<file path="src/tklet_pkg.sv">
package tklet_pkg;

  localparam int TOP_SLOTS = 16;
  localparam int IDX_W = (TOP_SLOTS > 1) ? $clog2(TOP_SLOTS) : 1;
  localparam int CNT_W = $clog2(TOP_SLOTS + 1);
  localparam int SEL_W = 4;
  localparam int CMP_W = (IDX_W > SEL_W) ? IDX_W : SEL_W;
  localparam int IN_W = 488;
  localparam int OUT_W = 432;

  typedef enum logic [1:0] {
    S_IDLE,
    S_SCAN,
    S_DONE
  } state_t;

  typedef enum logic {
    OP_RECORD = 1'b0,
    OP_READ   = 1'b1
  } op_t;

  typedef struct packed {
    logic [63:0] length;
    logic [15:0] entry_point;
    logic [63:0] program_tag;
    logic [63:0] command_list_tag;
    logic [63:0] submission_tag;
    logic [63:0] event_tag;
    logic [63:0] stream_tag;
    logic [7:0]  queue_number;
    logic [7:0]  device_number;
  } slot_t;

  typedef struct packed {
    logic              en;
    logic [IDX_W-1:0]  idx;
    slot_t             data;
  } wr_t;

  typedef struct packed {
    logic              valid;
    logic [63:0]       length;
    logic [IDX_W-1:0]  idx;
  } cand_t;

  typedef struct packed {
    logic [3:0]  pad;
    logic [63:0] finish_time;
    logic [63:0] begin_time;
    logic [15:0] entry_point;
    logic [63:0] program_tag;
    logic [63:0] command_list_tag;
    logic [63:0] submission_tag;
    logic [63:0] event_tag;
    logic [63:0] stream_tag;
    logic [7:0]  queue_number;
    logic [7:0]  device_number;
    logic [3:0]  slot_select;
  } item_t;

  typedef struct packed {
    logic [5:0]  pad;
    logic [63:0] read_length;
    logic [15:0] read_entry_point;
    logic [63:0] read_program;
    logic [63:0] read_command_list;
    logic [63:0] read_submission;
    logic [63:0] read_event;
    logic [63:0] read_stream;
    logic [7:0]  read_queue;
    logic [7:0]  read_device;
    logic [4:0]  filled_slots;
    logic [3:0]  slot_written;
    logic        taken;
  } result_t;

endpackage

</file>
<file path="src/tklet_cell.sv">
module tklet_cell import tklet_pkg::*; (
  input  logic             clk,
  input  logic             rst,
  input  logic [IDX_W-1:0] cell_index,
  input  wr_t              wr,
  input  logic [SEL_W-1:0] read_sel,
  input  cand_t            cand_in,
  output cand_t            cand_out,
  input  slot_t            rd_in,
  output slot_t            rd_out
);

  slot_t held;
  logic  sel_hit;

  assign sel_hit = (CMP_W'(cell_index) == CMP_W'(read_sel));

  always_ff @(posedge clk) begin
    if (rst) begin
      held <= '0;
      cand_out <= '0;
      rd_out <= '0;
    end else begin
      if (wr.en && (wr.idx == cell_index)) begin
        held <= wr.data;
      end
      // strict compare keeps the lowest index on ties
      if (!cand_in.valid || (held.length < cand_in.length)) begin
        cand_out <= '{valid: 1'b1, length: held.length, idx: cell_index};
      end else begin
        cand_out <= cand_in;
      end
      rd_out <= sel_hit ? held : rd_in;
    end
  end

endmodule

</file>
<file path="config.mk">
export PLATFORM = sky130hd
export DESIGN_NAME = tklet_cell
export DESIGN_NICKNAME = d
export VERILOG_FILES = /design/src/tklet_pkg.sv /design/src/tklet_cell.sv
export SDC_FILE = /design/constraint.sdc
export NUM_CORES = 2
export LEC_CHECK = 0
export BUFFER_PORTS_ARGS = -buffer_cell sky130_fd_sc_hd__buf_2
export CORE_AREA = 2 2 546 548
export DETAILED_ROUTE_END_ITERATION = 8
export DIE_AREA = 0 0 548 550
export PLACE_DENSITY = 0.3
export SKIP_CTS_REPAIR_TIMING = 1
export SLEW_MARGIN = 0
export SYNTH_ARGS = -nofsm -noshare
export SYNTH_HDL_FRONTEND = slang
export SYNTH_SLANG_ARGS = --single-unit
</file>
<file path="constraint.sdc">
create_clock -name clk -period 2.1 [get_ports clk]
set_input_delay 0.315 -clock clk [delete_from_list [all_inputs] [get_ports clk]]
set_output_delay 0.315 -clock clk [all_outputs]
set_load 0.05 [all_outputs]
</file>
==> run summary <==
Status = complete, but fails checks
Failing checks = setup timing
Most frequent cells in the layout = 1820 x nand2_1, 1398 x buf_2, 925 x dlygate4sd3_1, 893 x dfxtp_1, 852 x a21oi_1
Post-Syn Area = 32500 sq um
Busiest grt layer = met2
Worst r2r dst = cand_out[30]
Asr flop ratio synth = 0
Syn nets = 5122
Die height = 550 microns
Comb pwr share = 0.161
Sw Ratio = 0.290
Dpl hpwl = 181000 microns
Net load switching power = 14.1 mW
HP Class = input port to flop
Setup violations, final = 68
Layout filler cell count = 33500
CTS root buf = clkbuf_16
Final Util = 0.204
Worst-case reg-to-reg path depth = 12
Leakage = 26.5 nW
Initial Util = 0.110
Tcrit/Tclk final = 1.16
YS warnings = 0
Clk slew on worst S/H paths = 0.06 ns
Number of synthesized flops with an enable pin = 0
Finished layout cell area = 60400 sq um
Final hold violations = 0
DIE WIDTH = 548 microns
Seq/Total Area, Yosys = 0.555
WHS Endpoint = held[4]
Initial antenna violation count = 122
Clock power share = 0.467
Critical path's slowest cell = o31a_4
Max_slew headroom = 0.595
Post-Synthesis Cells = 4143
Unique masters post-synth = 34
Total number of vias = 38100
Hold path cells = 3
Pre-CTS WS = -0.901 ns
Clock sinks = 901
Most common cell after layout, fill and taps aside = nand2_1
Max_cap viols = 0
Register share of total power = 0.373
Share of cells above drive strength 1 = 0.293
Worst hold slack = 0.0363 ns
Pwr per Cell Area = 802 nW/um^2
Core Box Area = 296000 sq um
Fmax = 409 MHz
Worst-Margin Slew = 0.608 ns
Detailed Routing Iterations Pass 1 = 5
Placed cell areas = 46300 sq um
#FFs+latches synth = 901
RSZ-0062 raised after global routing = true
CTS tree = yes
Worst setup EP type = flop
CTS max path bufs = 4
CTS Buf Count = 123
Final Max Slew Viols = 0
DR vias/cell = 3.56
DRC = 0
DRT Wirelength = 225000 microns
Worst-Skew Late Latency = 0.87 ns
HP Start = rst
Synth Area per Inst = 7.85 sq um
Fin crit period = 2.45 ns
Total congestion overflow = 0
Die area = 301000 sq um
CP startpoint kind = flop
H-tree levels = 3
# rows = 200
Largest net degree at the start of global routing = 93
GR Layer Usage met1 = 0.172
Pwr Total = 48.4 mW
FF-to-FF setup slack = -0.35 ns
DRT antenna net count = 0
Worst-path fanout max = 7
Most used DFF post-synth = dfxtp_1
CP Cell Sequence = ha_4 > buf_6 > nand2_2 > o21ai_2 > a221oi_4 > o211ai_1 > a21oi_2 > buf_6 > o31a_4 > buf_12 > clkbuf_16 > mux2i_1
Grt met2 use = 0.224
Io pins = 1401
Critical path class = flop to flop
Worst IR drop on VDD = 0.711 mV
Fin worst setup slack = -0.345 ns
Crit-path max cell delay = 0.36 ns
Met3 usage = 0.0608
Most common cell on crit path = buf_6
GP Congestion = 0.868
Total GRT Usage = 0.139
Area Overhead vs Synth = 85.6%
WL per Instance = 21.0 microns
Buffers on Ports = 1400
CP arrival = 3.18 ns
RR Startpoint = held[371]
Initial DRC Count = 1929
Nets = 7594
Final clock skew = 0.0391 ns
Vias in the first global route = 35200
CP required = 2.84 ns
First-pass GRT wire length = 293000 microns
Internal Power = 34.3 mW
==> flip-flops by register name, summed over array words and instances (netlist names) <==
name	cells
cand_out	69
rd_out	416
held	416
==> power by group through the flow <==
stage	logic [mW]	registers, mW	clock network (mW)
6_report	7.77	18.0	22.6
5_1_grt	8.28	18.1	24.1
4_1_cts	6.32	18.0	23.6
3_5_place_dp	6.30	18.4	0
3_3_place_gp	6.32	18.4	0
2_1_floorplan	1.38	20.2	0
==> final cells by class <==
type | count | area [sq um] | share of cell area
antenna | 43 | 108 | 0.00178
clock buffer | 177 | 3630 | 0.0602
clock inverter | 48 | 687 | 0.0114
inverter | 65 | 249 | 0.00412
multi-input combinational | 2877 | 13200 | 0.219
sequential | 901 | 18000 | 0.299
tap | 3939 | 4930 | 0.0816
timing repair buffer | 2647 | 19500 | 0.323
==> per-stage QoR <==
step | TNS [ns] | std cells
6_report | -20.73 | 10700
5_1_grt | -27.57 | 10700
4_1_cts | -47.90 | 9721
3_5_place_dp | -64.54 | 9496
3_3_place_gp | -68.62 | 9496
2_1_floorplan | 0 | 4143
==> metal layers <==
metal	share of wire	vias to the layer above
li1	-	18300
met1	0.45	17900
met2	0.45	1387
met3	0.079	316
met4	0.018	86
met5	0.0025	-
==> critical path: cells and delay by family, from the launching register on <==
kind | cells | cell delay, ns
AOI/OAI and AO/OA | 5 | 0.96
adders and majority gates | 1 | 0.27
buffers and inverters | 4 | 0.58
DFF | 1 | 0.33
muxes | 1 | 0.12
and+or+nand+nor | 1 | 0.04
==> cells in the mapped netlist (all sizes together) (2+ instances only) <==
| cell type | count | share of area |
|---|---|---|
| clkbuf | 278 | 0.032 |
| mux2i | 68 | 0.021 |
| nand4 | 7 | 0.0013 |
| a31oi | 2 | 0.00038 |
| o21ai | 13 | 0.0020 |
| nand3 | 4 | 0.00062 |
| dfxtp | 901 | 0.55 |
| buf | 22 | 0.0045 |
| nor2 | 8 | 0.00092 |
| nand2 | 1821 | 0.21 |
| xor2 | 2 | 0.00054 |
| xnor2 | 6 | 0.0016 |
| nor3 | 2 | 0.00031 |
| ha | 63 | 0.024 |
| a21o | 3 | 0.00069 |
| a21oi | 858 | 0.13 |
| a221oi | 3 | 0.0010 |
| o211ai | 2 | 0.00046 |
| and4 | 7 | 0.0019 |
| inv | 65 | 0.0075 |
==> how the worst max path moves through the flow <==
stage,startpoint,slack (ns),to,cells past startpoint
finish,held[371],-0.35,cand_out[30],12
CTS,held[371],-0.77,cand_out[19],11
global route,held[363],-0.45,cand_out[35],11
global placement,cand_in[23],-0.91,cand_out[44],13
floorplan,cand_in[47],0.001,cand_out[32],12
detailed placement,cand_in[23],-0.90,cand_out[19],13
==> cell families after synthesis <==
group                      after synthesis  share of synthesized area
and+or+nand+nor                       1851                      0.216
DFF                                    901                      0.555
AOI/OAI and AO/OA                      887                      0.138
buffers and inverters                  365                     0.0441
muxes                                   68                     0.0209
adders and majority gates               63                     0.0242
xor gates and xnor gates                 8                    0.00215
(Power assumes the default switching activity.)
